### src/design/firlt_pkg.sv
package firlt_pkg;

  // Defaults for the top-level parameters
  localparam int DEF_MAX_TAPS    = 64;
  localparam int DEF_SAMPLE_BITS = 16;

  // Fixed field widths
  localparam int COEF_BITS  = 16;
  localparam int FRAC_BITS  = 15;
  localparam int TAP_IDX_W  = 6;
  localparam int NUM_TAPS_W = 7;

  localparam logic [NUM_TAPS_W-1:0] NUM_TAPS_RESET = NUM_TAPS_W'(1);

  // Transaction kind carried on tuser
  localparam logic FUNC_FILTER = 1'b0;
  localparam logic FUNC_LOAD   = 1'b1;

  // Controller -> datapath commands
  typedef struct packed {
    logic clear;   // zero one entry of both stores
    logic load;    // write one coefficient
    logic push;    // write sample into delay line, restart accumulator
    logic issue;   // read one tap pair into the MAC pipeline
    logic round;   // round/saturate accumulator into result register
  } firlt_cmd_t;

  // Datapath -> controller status
  typedef struct packed {
    logic clr_last;    // clearing pass at last entry
    logic pipe_empty;  // no tap pair in flight
  } firlt_sts_t;

endpackage

### src/design/fir_filter_loadable_taps.sv
// Channel   Dir  Handshake                 Payload
// --------  ---  ------------------------  ------------------------------------------
// cfg       in   cfg_we (no ready)         cfg_data = num_taps
// s_axis    in   s_axis_tvalid/tready      tuser = func; tdata = sample_in, tap_index,
//                                          tap_value, zero pad to whole bytes
// m_axis    out  m_axis_tvalid/tready      tdata = sample_out, zero pad to whole bytes
//
// Flow: a coefficient load is written to the store as it is accepted. A
//   sample transaction presents its result after one shared multiplier and
//   accumulator read the taps one per cycle, then the multiply, accumulate,
//   drain check and round steps; with zero taps only the drain check and
//   round run. The next transaction is taken from the cycle the result is presented.
// Reset: rst is synchronous. After it a clearing pass zeros every entry of
//   the delay line and coefficient store; s_axis_tready stays low until it
//   ends. Configuration writes are taken throughout.
// Stalls: the result sits in an output register, so new transactions are
//   accepted while it waits; a following sample holds in its round step
//   until m_axis_tready frees the register.
module fir_filter_loadable_taps
  import firlt_pkg::*;
#(
  parameter int MAX_TAPS    = DEF_MAX_TAPS,
  parameter int SAMPLE_BITS = DEF_SAMPLE_BITS
) (
  input  logic                  clk,
  input  logic                  rst,
  // num_taps register
  input  logic                  cfg_we,
  input  logic [NUM_TAPS_W-1:0] cfg_data,
  // input transactions
  input  logic                  s_axis_tvalid,
  output logic                  s_axis_tready,
  // low to high: sample_in, tap_index, tap_value, zero pad
  input  logic [((SAMPLE_BITS + TAP_IDX_W + COEF_BITS + 7) / 8) * 8 - 1:0] s_axis_tdata,
  // bit 0: func (0 = filter sample, 1 = load coefficient)
  input  logic [0:0]            s_axis_tuser,
  // result transactions
  output logic                  m_axis_tvalid,
  input  logic                  m_axis_tready,
  // low to high: sample_out, zero pad
  output logic [((SAMPLE_BITS + 7) / 8) * 8 - 1:0] m_axis_tdata
);

  localparam int OUT_W = ((SAMPLE_BITS + 7) / 8) * 8;

  firlt_cmd_t cmd;
  firlt_sts_t sts;

  logic signed [SAMPLE_BITS-1:0] sample_in;
  logic [TAP_IDX_W-1:0]          tap_index;
  logic signed [COEF_BITS-1:0]   tap_value;
  logic signed [SAMPLE_BITS-1:0] sample_out;

  // Unpack the input transaction fields
  assign sample_in = s_axis_tdata[SAMPLE_BITS-1:0];
  assign tap_index = s_axis_tdata[SAMPLE_BITS +: TAP_IDX_W];
  assign tap_value = s_axis_tdata[SAMPLE_BITS + TAP_IDX_W +: COEF_BITS];

  assign m_axis_tdata = OUT_W'(unsigned'(sample_out));

  // Sequencer: clearing pass, tap walk, drain, round and output handshake
  firlt_ctrl #(
    .MAX_TAPS (MAX_TAPS)
  ) u_ctrl (
    .clk      (clk),
    .rst      (rst),
    .cfg_we   (cfg_we),
    .cfg_data (cfg_data),
    .s_valid  (s_axis_tvalid),
    .s_ready  (s_axis_tready),
    .s_func   (s_axis_tuser[0]),
    .m_valid  (m_axis_tvalid),
    .m_ready  (m_axis_tready),
    .cmd      (cmd),
    .sts      (sts)
  );

  // Stores, MAC pipeline, rounding and the result register
  firlt_datapath #(
    .MAX_TAPS    (MAX_TAPS),
    .SAMPLE_BITS (SAMPLE_BITS)
  ) u_datapath (
    .clk        (clk),
    .rst        (rst),
    .cmd        (cmd),
    .sts        (sts),
    .sample_in  (sample_in),
    .tap_index  (tap_index),
    .tap_value  (tap_value),
    .sample_out (sample_out)
  );

endmodule

### src/design/firlt_ctrl.sv
module firlt_ctrl
  import firlt_pkg::*;
#(
  parameter int MAX_TAPS = DEF_MAX_TAPS
) (
  input  logic                  clk,
  input  logic                  rst,
  input  logic                  cfg_we,
  input  logic [NUM_TAPS_W-1:0] cfg_data,
  input  logic                  s_valid,
  output logic                  s_ready,
  input  logic                  s_func,
  output logic                  m_valid,
  input  logic                  m_ready,
  output firlt_cmd_t            cmd,
  input  firlt_sts_t            sts
);

  localparam logic [2:0] ST_CLEAR = 3'd0;
  localparam logic [2:0] ST_IDLE  = 3'd1;
  localparam logic [2:0] ST_MAC   = 3'd2;
  localparam logic [2:0] ST_DRAIN = 3'd3;
  localparam logic [2:0] ST_ROUND = 3'd4;

  // Largest tap count the register can ask for, capped by the built depth
  localparam int TAPS_CAP = (MAX_TAPS < (2**NUM_TAPS_W - 1)) ? MAX_TAPS
                                                             : (2**NUM_TAPS_W - 1);

  logic [2:0]            state, state_next;
  logic [NUM_TAPS_W-1:0] num_taps;
  logic [NUM_TAPS_W-1:0] cnt, cnt_next;
  logic [NUM_TAPS_W-1:0] taps_used;
  logic                  out_valid, out_valid_next;
  logic                  s_fire;

  assign taps_used = (num_taps > NUM_TAPS_W'(TAPS_CAP)) ? NUM_TAPS_W'(TAPS_CAP) : num_taps;

  assign s_ready = (state == ST_IDLE);
  assign s_fire  = s_valid && s_ready;
  assign m_valid = out_valid;

  always_comb begin
    cmd       = '0;
    cmd.clear = (state == ST_CLEAR);
    cmd.load  = s_fire && (s_func == FUNC_LOAD);
    cmd.push  = s_fire && (s_func == FUNC_FILTER);
    cmd.issue = (state == ST_MAC);
    cmd.round = (state == ST_ROUND) && (!out_valid || m_ready);
  end

  always_comb begin
    state_next = state;
    cnt_next   = cnt;
    unique case (state)
      ST_CLEAR: begin
        if (sts.clr_last) state_next = ST_IDLE;
      end
      ST_IDLE: begin
        if (cmd.push) begin
          cnt_next   = taps_used;
          state_next = (taps_used == '0) ? ST_DRAIN : ST_MAC;
        end
      end
      ST_MAC: begin
        cnt_next = cnt - NUM_TAPS_W'(1);
        if (cnt == NUM_TAPS_W'(1)) state_next = ST_DRAIN;
      end
      ST_DRAIN: begin
        if (sts.pipe_empty) state_next = ST_ROUND;
      end
      ST_ROUND: begin
        if (cmd.round) state_next = ST_IDLE;
      end
      default: state_next = ST_CLEAR;
    endcase
  end

  always_comb begin
    out_valid_next = out_valid;
    if (m_ready) out_valid_next = 1'b0;
    if (cmd.round) out_valid_next = 1'b1;
  end

  always_ff @(posedge clk) begin
    if (rst) begin
      state     <= ST_CLEAR;
      cnt       <= '0;
      out_valid <= 1'b0;
      num_taps  <= NUM_TAPS_RESET;
    end else begin
      state     <= state_next;
      cnt       <= cnt_next;
      out_valid <= out_valid_next;
      if (cfg_we) num_taps <= cfg_data;
    end
  end

  a_mac_count: assert property (@(posedge clk) disable iff (rst)
    (state == ST_MAC) |-> (cnt != '0))
    else $error("MAC issue with zero taps left");

  a_push_starts: assert property (@(posedge clk) disable iff (rst)
    cmd.push |=> ((state == ST_MAC) || (state == ST_DRAIN)))
    else $error("sample accepted without starting the MAC walk");

  a_result_from_round: assert property (@(posedge clk) disable iff (rst)
    $rose(out_valid) |-> ($past(state) == ST_ROUND))
    else $error("result presented outside the round step");

endmodule

### src/design/firlt_datapath.sv
module firlt_datapath
  import firlt_pkg::*;
#(
  parameter int MAX_TAPS    = DEF_MAX_TAPS,
  parameter int SAMPLE_BITS = DEF_SAMPLE_BITS
) (
  input  logic                          clk,
  input  logic                          rst,
  input  firlt_cmd_t                    cmd,
  output firlt_sts_t                    sts,
  input  logic signed [SAMPLE_BITS-1:0] sample_in,
  input  logic [TAP_IDX_W-1:0]          tap_index,
  input  logic signed [COEF_BITS-1:0]   tap_value,
  output logic signed [SAMPLE_BITS-1:0] sample_out
);

  localparam int AW     = (MAX_TAPS > 1) ? $clog2(MAX_TAPS) : 1;
  localparam int PROD_W = SAMPLE_BITS + COEF_BITS;
  localparam int ACC_W  = PROD_W + AW + 1;

  localparam logic [AW-1:0] LAST = AW'(MAX_TAPS - 1);

  localparam logic signed [ACC_W:0] RND    = (ACC_W+1)'(1) <<< (FRAC_BITS - 1);
  localparam logic signed [ACC_W:0] SAT_HI =
    {{(ACC_W - SAMPLE_BITS + 2){1'b0}}, {(SAMPLE_BITS - 1){1'b1}}};
  localparam logic signed [ACC_W:0] SAT_LO = ~SAT_HI;

  logic signed [SAMPLE_BITS-1:0] delay_mem [MAX_TAPS];
  logic signed [COEF_BITS-1:0]   tap_mem   [MAX_TAPS];

  logic [AW-1:0] clr_addr;
  logic [AW-1:0] wp, wp_next;
  logic [AW-1:0] d_rd, t_rd;

  logic                          dly_we, tap_we, load_ok;
  logic [AW-1:0]                 dly_wa, tap_wa;
  logic signed [SAMPLE_BITS-1:0] dly_wd;
  logic signed [COEF_BITS-1:0]   tap_wd;

  logic signed [SAMPLE_BITS-1:0] d_q;
  logic signed [COEF_BITS-1:0]   c_q;
  logic signed [PROD_W-1:0]      prod;
  logic signed [ACC_W-1:0]       acc;
  logic                          rd_v, mul_v;

  logic signed [ACC_W:0] rsum, rshift, rsat;

  assign wp_next = (wp == LAST) ? '0 : wp + AW'(1);
  assign load_ok = (32'(tap_index) < MAX_TAPS);

  // Store write ports; the clearing pass owns both after reset
  always_comb begin
    dly_we = cmd.clear || cmd.push;
    dly_wa = cmd.clear ? clr_addr : wp_next;
    dly_wd = cmd.clear ? '0 : sample_in;
    tap_we = cmd.clear || (cmd.load && load_ok);
    tap_wa = cmd.clear ? clr_addr : AW'(tap_index);
    tap_wd = cmd.clear ? '0 : tap_value;
  end

  always_ff @(posedge clk) begin
    if (dly_we) delay_mem[dly_wa] <= dly_wd;
    if (tap_we) tap_mem[tap_wa] <= tap_wd;
    if (cmd.issue) begin
      d_q <= delay_mem[d_rd];
      c_q <= tap_mem[t_rd];
    end
    prod <= d_q * c_q;
    if (cmd.push) begin
      acc <= '0;
    end else if (mul_v) begin
      acc <= acc + ACC_W'(prod);
    end
    if (cmd.round) sample_out <= rsat[SAMPLE_BITS-1:0];
  end

  // Read pointers: delay walks back from the newest sample, taps walk up from 0
  always_ff @(posedge clk) begin
    if (cmd.push) begin
      d_rd <= wp_next;
      t_rd <= '0;
    end else if (cmd.issue) begin
      d_rd <= (d_rd == '0) ? LAST : d_rd - AW'(1);
      t_rd <= t_rd + AW'(1);
    end
  end

  always_ff @(posedge clk) begin
    if (rst) begin
      clr_addr <= '0;
      wp       <= '0;
      rd_v     <= 1'b0;
      mul_v    <= 1'b0;
    end else begin
      if (cmd.clear) clr_addr <= clr_addr + AW'(1);
      if (cmd.push) wp <= wp_next;
      rd_v  <= cmd.issue;
      mul_v <= rd_v;
    end
  end

  // Round half up, then clamp to the sample range
  always_comb begin
    rsum   = (ACC_W+1)'(acc) + RND;
    rshift = rsum >>> FRAC_BITS;
    if (rshift > SAT_HI) begin
      rsat = SAT_HI;
    end else if (rshift < SAT_LO) begin
      rsat = SAT_LO;
    end else begin
      rsat = rshift;
    end
  end

  assign sts.clr_last   = (clr_addr == LAST);
  assign sts.pipe_empty = !rd_v && !mul_v;

  a_rd_follows_issue: assert property (@(posedge clk) disable iff (rst)
    rd_v |-> $past(cmd.issue))
    else $error("read stage valid without an issue");

  a_round_drained: assert property (@(posedge clk) disable iff (rst)
    cmd.round |-> (!rd_v && !mul_v))
    else $error("rounding while products are still in flight");

endmodule
### config.mk
export PLATFORM = sky130hd
export DESIGN_NAME = fir_filter_loadable_taps
export DESIGN_NICKNAME = d
export VERILOG_FILES = /design/src/design/firlt_pkg.sv /design/src/design/fir_filter_loadable_taps.sv /design/src/design/firlt_ctrl.sv /design/src/design/firlt_datapath.sv
export SDC_FILE = /design/constraint.sdc
export NUM_CORES = 2
export LEC_CHECK = 0
export CORE_MARGIN = 4
export CORE_UTILIZATION = 64
export DETAILED_ROUTE_END_ITERATION = 8
export DONT_BUFFER_PORTS = 1
export GPL_ROUTABILITY_DRIVEN = 0
export PLACE_DENSITY = 0.87
export SLEW_MARGIN = 40
export SYNTH_ARGS = -nofsm -noshare
export SYNTH_HDL_FRONTEND = slang
export SYNTH_HIERARCHICAL = 1
export SYNTH_SLANG_ARGS = --single-unit
### constraint.sdc
create_clock -name clk -period 6.9 [get_ports clk]
set_clock_uncertainty 0.1 [all_clocks]
set_input_delay 0 -clock clk [delete_from_list [all_inputs] [get_ports clk]]
set_output_delay 0 -clock clk [all_outputs]
set_load 0.005 [all_outputs]
Yosys cells after proc, flatten, opt, wreduce, memory -nomap -nowiden --
Memory sizes are Yosys's and may differ from the RTL's. A register that Yosys moved wholly into a read port is not among the register bits. Cells that the tools add are included.
Word-level totals: bits in writable memories 2048, register bits 131, bits of input ports 53, bits in read-only memories 0, memories 2, logic and storage cells 83, latch bits 0
Memories:
- u_datapath.delay_mem | depth 64, bits a word 16, read ports 1, clocked after memory_dff 1, write ports 1, RTL line firlt_datapath.sv:28 | logic signed [SAMPLE_BITS-1:0] delay_mem [MAX_TAPS];
- u_datapath.tap_mem | depth 64, bits a word 16, read ports 1, clocked after memory_dff 1, write ports 1, RTL line firlt_datapath.sv:29 | logic signed [COEF_BITS-1:0] tap_mem [MAX_TAPS];
Cells by class: magnitude comparators 3, divide/modulo/power cells 0, multipliers 1, multiplexer cells 25, $add $sub $neg 7, reduce and logical (&&, ||, !) cells 19, bitwise logic cells 1, equality and inequality tests 12, shift operators 0
Operator list (number):
- two-way mux 16 bit | 3
- adder 39 x 16 -> 40 bit, second input constant | 1
- adder 39 x 32 -> 39 bit | 1
- two-way mux 6 bit | 6
- multiplier 16 x 16 -> 32 bit | 1
- > comparator 25 x 16 -> 1 bit, second input constant | 1
- < comparator 25 x 16 -> 1 bit, second input constant | 1
- adder 6 x 1 -> 6 bit, second input constant | 3
- two-way mux 3 bit | 5
- one-hot mux 3 bit (5 select lines) | 1
- two-way mux 7 bit | 2
- one-hot mux 7 bit (2 select lines) | 1
- == test 6 bit, second input constant | 2
- inequality test 2 bit, second input constant | 4
- == test 7 x 1 -> 1 bit, second input constant | 1
- > comparator 7 bit, second input constant | 1
- zero test 7 bit | 1
- two-way mux 1 bit | 7
- subtractor 7 x 1 -> 7 bit, second input constant | 1
- == test 3 x 2 -> 1 bit, second input constant | 2
- zero test 6 bit | 1
- nonzero test 2 bit | 3
- subtractor 6 x 1 -> 6 bit, second input constant | 1
- logical AND 1 bit | 5
- other kinds (9) | 13

Longest topological paths before layout --
depth in word-level cells 6, gate-level depth with buffers 24

Modules after synthesis --
Netlist, hierarchy kept.
Modules (own cells, without submodules):
- firlt_datapath | seq. area each 64942.3 um^2, instances 1, cells an instance 5021, area each 95679.3 um^2
- firlt_ctrl | seq. area each 360.3 um^2, instances 1, cells an instance 120, area each 992.2 um^2

Worst setup path before layout --
OpenSTA, ideal clock, no wires.
path kind register to register, start register u_datapath.d_q[15] (read register of u_datapath.delay_mem), end register u_datapath.prod[29], buffers on the path 1, arrival time 5.737 ns, setup slack 0.943 ns, library setup time 0.120 ns, period minus slack after synthesis 5.957 ns, stages on the path, launching flop included 23, path through edfxtp_1 clkbuf_1 nand2_1 inv_1 fa_1 inv_1 fa_1 fa_1 inv_1 fa_1 fa_1 inv_1 fa_1 inv_1 ha_1 and3_1 a31o_2 a31oi_1 o21ai_1 a221o_1 a21oi_1 nand2b_1 xor2_1
Between the ends: cells in the longest elaborated chain, start to end 1
Ends and longest elaborated chain:
- from (decl) | RTL line firlt_datapath.sv:40 | logic signed [SAMPLE_BITS-1:0] d_q;
- multiplier 16 x 16 -> 32 bit | RTL line firlt_datapath.sv:68 | prod <= d_q * c_q;
- to (signal assigned) | RTL line firlt_datapath.sv:68
- to (decl) | RTL line firlt_datapath.sv:42 | logic signed [PROD_W-1:0] prod;
No other way between the ends. A chain may end at the register's enable or synchronous reset.

Final worst setup path --
start register u_datapath.c_q[2] (read register of u_datapath.tap_mem), end register u_datapath.prod[31]
Between the ends: cells in the longest elaborated chain, start to end 1
Ends and longest elaborated chain:
- from (decl) | RTL line firlt_datapath.sv:41 | logic signed [COEF_BITS-1:0] c_q;
- multiplier 16 x 16 -> 32 bit | RTL line firlt_datapath.sv:68
No other way between the ends.

==> summary.md <==
| Metric | Value |
|---|---|
| Status | `complete, but fails checks` |
| Failing checks | `design-rule violations, max-slew violations` |
| Syn-to-layout area delta | `11.8%` |
| Setup violations, final | `0` |
| Synth Flop Type | `edfxtp_1` |
| Relative slew slack | `-0.112` |
| Pleak | `37.4 nW` |
| Initial Util | `0.645` |
| Final #Nets | `5869` |
| Final Hold Violating Endpoints | `0` |
| DP Cell Count | `roughly 7000` |
| Syn Inst Count | `~5100` |
| VDD IR-drop max | `0.422 mV` |
| Layout Cells excl Fill | `roughly 7700` |
| Cell area power density | `265 mW/mm²` |
| Count of cell types in the netlist | `85` |
| Core Area | `0.150 mm²` |
| Vias per inst | `7.33` |
| H-tree levels | `4` |
| WS Path Type | `reg2reg` |
| GRT overflow | `0` |
| Worst Path Max Fanout | `16` |
| FF+latch area | `0.0653 mm²` |
| Worst slew pin tran | `roughly 1.7 ns` |
| Antenna violations before repair | `53` |
| Endpoint class of the critical path | `flop` |
| Top cell type's share of synthesized area | `0.653` |
| Clk slew on worst S/H paths | `0.07 ns` |
| Drt drc | `109` |
| CP top delay family | `adder cells` |
| Final min period | `6.74 ns` |
| Drt wl/cell | `38.4 µm` |
| Multi-input logic area | `0.0295 mm²` |
| Post-synthesis sequential area ratio | `0.676` |
| Met3 usage | `0.119` |
| Global-route track usage on met1 | `0.444` |
| Sink Count | `2211` |
| Via count | `between 50000 and 60000` |
| Number of synthesized flops with an enable pin | `between 2000 and 2500` |
| Mapped Area | `0.0967 mm²` |
| Utilization after layout | `0.720` |
| Top achievable clock speed | `0.148 GHz` |
| Startpoint class of the critical path | `flop` |
| First-pass GRT wire length | `411000 µm` |
| Crit path max-delay cell type | `edfxtp_1` |
| # IOs | `71` |
| Critical Path AT | `roughly 7.3 ns` |
| Fin crit share | `0.977` |
| Top Usage Layer GRT | `met2` |
| DIE AREA | `0.157 mm²` |
| Critical path cell sequence | `and2_1, fa_1, inv_1, fa_1, fa_1, inv_1, fa_1, fa_1, inv_1, fa_1, inv_1, ha_1, a21oi_1, o21ai_0, a31o_2, a31oi_1, o21ai_1, a221o_1, a21oi_1, a21oi_1, xnor2_1` |
| Largest cells by area after synthesis | `edfxtp_1 65%, mux4_2 15%, fa_1 5.4%, dfxtp_1 2.3%, ha_1 1.7%` |
| Die Wd | `slightly below 400 µm` |
| Pin count of the biggest net entering global routing | `138` |
| Asr flop ratio synth | `0` |
| GR Util All Layers | `0.370` |
| Routed Antenna Nets | `0` |
| Fin. max-slew vios | `2` |
| Vias in the first global route | `56200` |
| Met2 Use GR | `0.590` |
| Top cell by count, worst path | `fa_1` |
| Syn_area_per_cell | `18.8 µm²` |
| FP Rows | `142` |
| Worst-Skew Late Latency | `roughly 0.88 ns` |
| IO Port Bufs | `0` |
| Hold crit path type | `in2reg` |
| Synth area leader | `edfxtp_1` |
| TritonCTS clock tree | `done` |
| Clock buffer count from CTS | `200` |
| Clock buffer depth | `3` |
| Layout cell share with drive strength beyond 1 | `0.226` |
| DRT Wirelength | `294000 µm` |
| Drt first-iter violations | `10700` |
| Flops & latches, synth | `between 2000 and 2500` |
| Syn Nets | `5585` |
| Delay of the slowest cell on the worst path | `0.65 ns` |
| Die boundary height | `just under 400 µm` |
| Synth Warn # | `6` |
| DR pass1 iterations | `9` |
| Fillers | `7911` |
| DP Wirelength | `149000 µm` |
| Clk root buf | `clkbuf_16` |
| Max_cap viols | `0` |
| Worst Path Required | `about 7.5 ns` |
| Post-CTS sizing | `0` |
| Buf/Inv on CP | `4` |
cell type report:
type | count | share of cell area
Sequential cell | 2211 | 0.605
Multi-Input combinational cell | 2361 | 0.273
Clock buffer | 234 | 0.0479
Timing Repair Buffer | 311 | 0.0250
Tap cell | 2016 | 0.0233
Clock inverter | 140 | 0.0134
Inverter | 340 | 0.0119
Antenna cell | 43 | 0.000996
tightest hold or removal path: cells and delay by family:
family          cells  cell delay, ns
compound gates      1            0.18
simple gates        2            0.59
path summary, 6_finish.rpt:
kind	from	to	slack, ns	cells past startpoint
worst max-delay path	u_datapath/c_q[2]$_DFFE_PP_	u_datapath/prod[31]$_DFF_P_	0.16	21
worst min-delay path	s_axis_tdata[16]	u_datapath/tap_mem[52][14]$_DFFE_PP_	0.06	3
worst max register to register	u_datapath/c_q[2]$_DFFE_PP_	u_datapath/prod[31]$_DFF_P_	0.16	21
worst min register to register	u_datapath/rd_v$_SDFF_PP0_	u_datapath/mul_v$_SDFF_PP0_	0.36	1
state kept, by name (all words and copies together), names as in the netlist:
register and cells:
u_datapath/sample_out 16, u_datapath/d_q 16, u_datapath/tap_mem 1024, u_datapath/c_q 16
u_datapath/d_rd 6, u_datapath/prod 32, u_datapath/mul_v 1, u_datapath/clr_addr 6
u_datapath/delay_mem 1024, u_datapath/acc 39, u_datapath/rd_v 1, u_ctrl/m_valid 1
u_datapath/wp 6, u_ctrl/num_taps 7, u_ctrl/state 3, u_ctrl/cnt 7
u_datapath/t_rd 6
metrics by stage:
| step | setup WS, ns | hold slack, ns | cell area (µm²) | power (mW) | setup TNS, ns |
|---|---|---|---|---|---|
| after floorplan | 0.943 | -0.0309 | 96700 | 16.4 | 0 |
| after global placement | 0.469 | -0.0276 | 100000 | 17.0 | 0 |
| after detailed placement | 0.245 | -0.0276 | 100000 | 17.1 | 0 |
| after CTS | 0.287 | 0.00635 | 108000 | 28.4 | 0 |
| after global routing | -0.00295 | 0.0140 | 108000 | 29.3 | -0.00295 |
| final | 0.159 | 0.0569 | 108000 | 28.6 | 0 |
repair_timing:
item	CTS	global route
endpoints found under the setup margin	0	2
hold buffers	78	0
hold endpoints to repair	2640	0
buffers inserted	0	8
cells in the final DEF (no fill, tap or decap), types with 14 or more instances in the layout:
master / instances
nor2_1: 263
nand4_1: 16
nor3_1: 19
diode_2: 43
o21ai_0: 45
clkinv_1: 49
mux2i_1: 93
a21oi_1: 83
mux4_2: 632
ha_1: 128
bufinv_16: 23
o21ai_1: 26
fa_1: 263
edfxtp_1: 2102
and2_1: 127
nand3_1: 29
nor2b_1: 22
xor2_1: 32
clkbuf_16: 202
o21bai_1: 14
xnor2_1: 65
clkbuf_1: 32
a221oi_1: 15
nand2b_1: 21
nor2b_4: 32
nand2_1: 210
dlygate4sd3_1: 76
buf_4: 209
clkinv_2: 43
a21o_1: 22
dfxtp_1: 103
inv_1: 339
cells by family (layout without fill, tap and decap cells):
kind of cell               Yosys count  count (layout)  share of synthesized area
AOI/OAI and AO/OA                  339             339                     0.0238
xor gates and xnor gates            97              97                    0.00879
adders and majority gates          391             391                     0.0710
buffers and inverters              569            1025                     0.0235
DFF                               2211            2211                      0.676
muxes                              728             728                      0.157
other                                0              43                          0
and+or+nand+nor                    806             806                     0.0402
where the power goes:
part / internal (mW) / switching (mW) / total (mW)
combinational: 1.06 / 1.25 / 2.31
clock: 6.27 / 5.29 / 11.6
sequential: 14.6 / 0.161 / 14.8
synthesized netlist by cell type, types with 65 or more instances:
cell type,instances
a21oi_1,85
fa_1,263
edfxtp_1,2102
mux2i_1,93
ha_1,128
inv_1,339
nand2_1,210
clkbuf_1,141
dfxtp_1,109
and2_1,127
nor2_1,271
xnor2_1,65
mux4_2,632
routing by layer:
metal  up-vias  routed length [µm]  share of wire
li1      20600                   -              -
met5         -                 615         0.0021
met3      1601               40800           0.14
met1     27900               86000           0.29
met2      5933              141000           0.48
met4        34               25200          0.086
(Power assumes the default switching activity.)
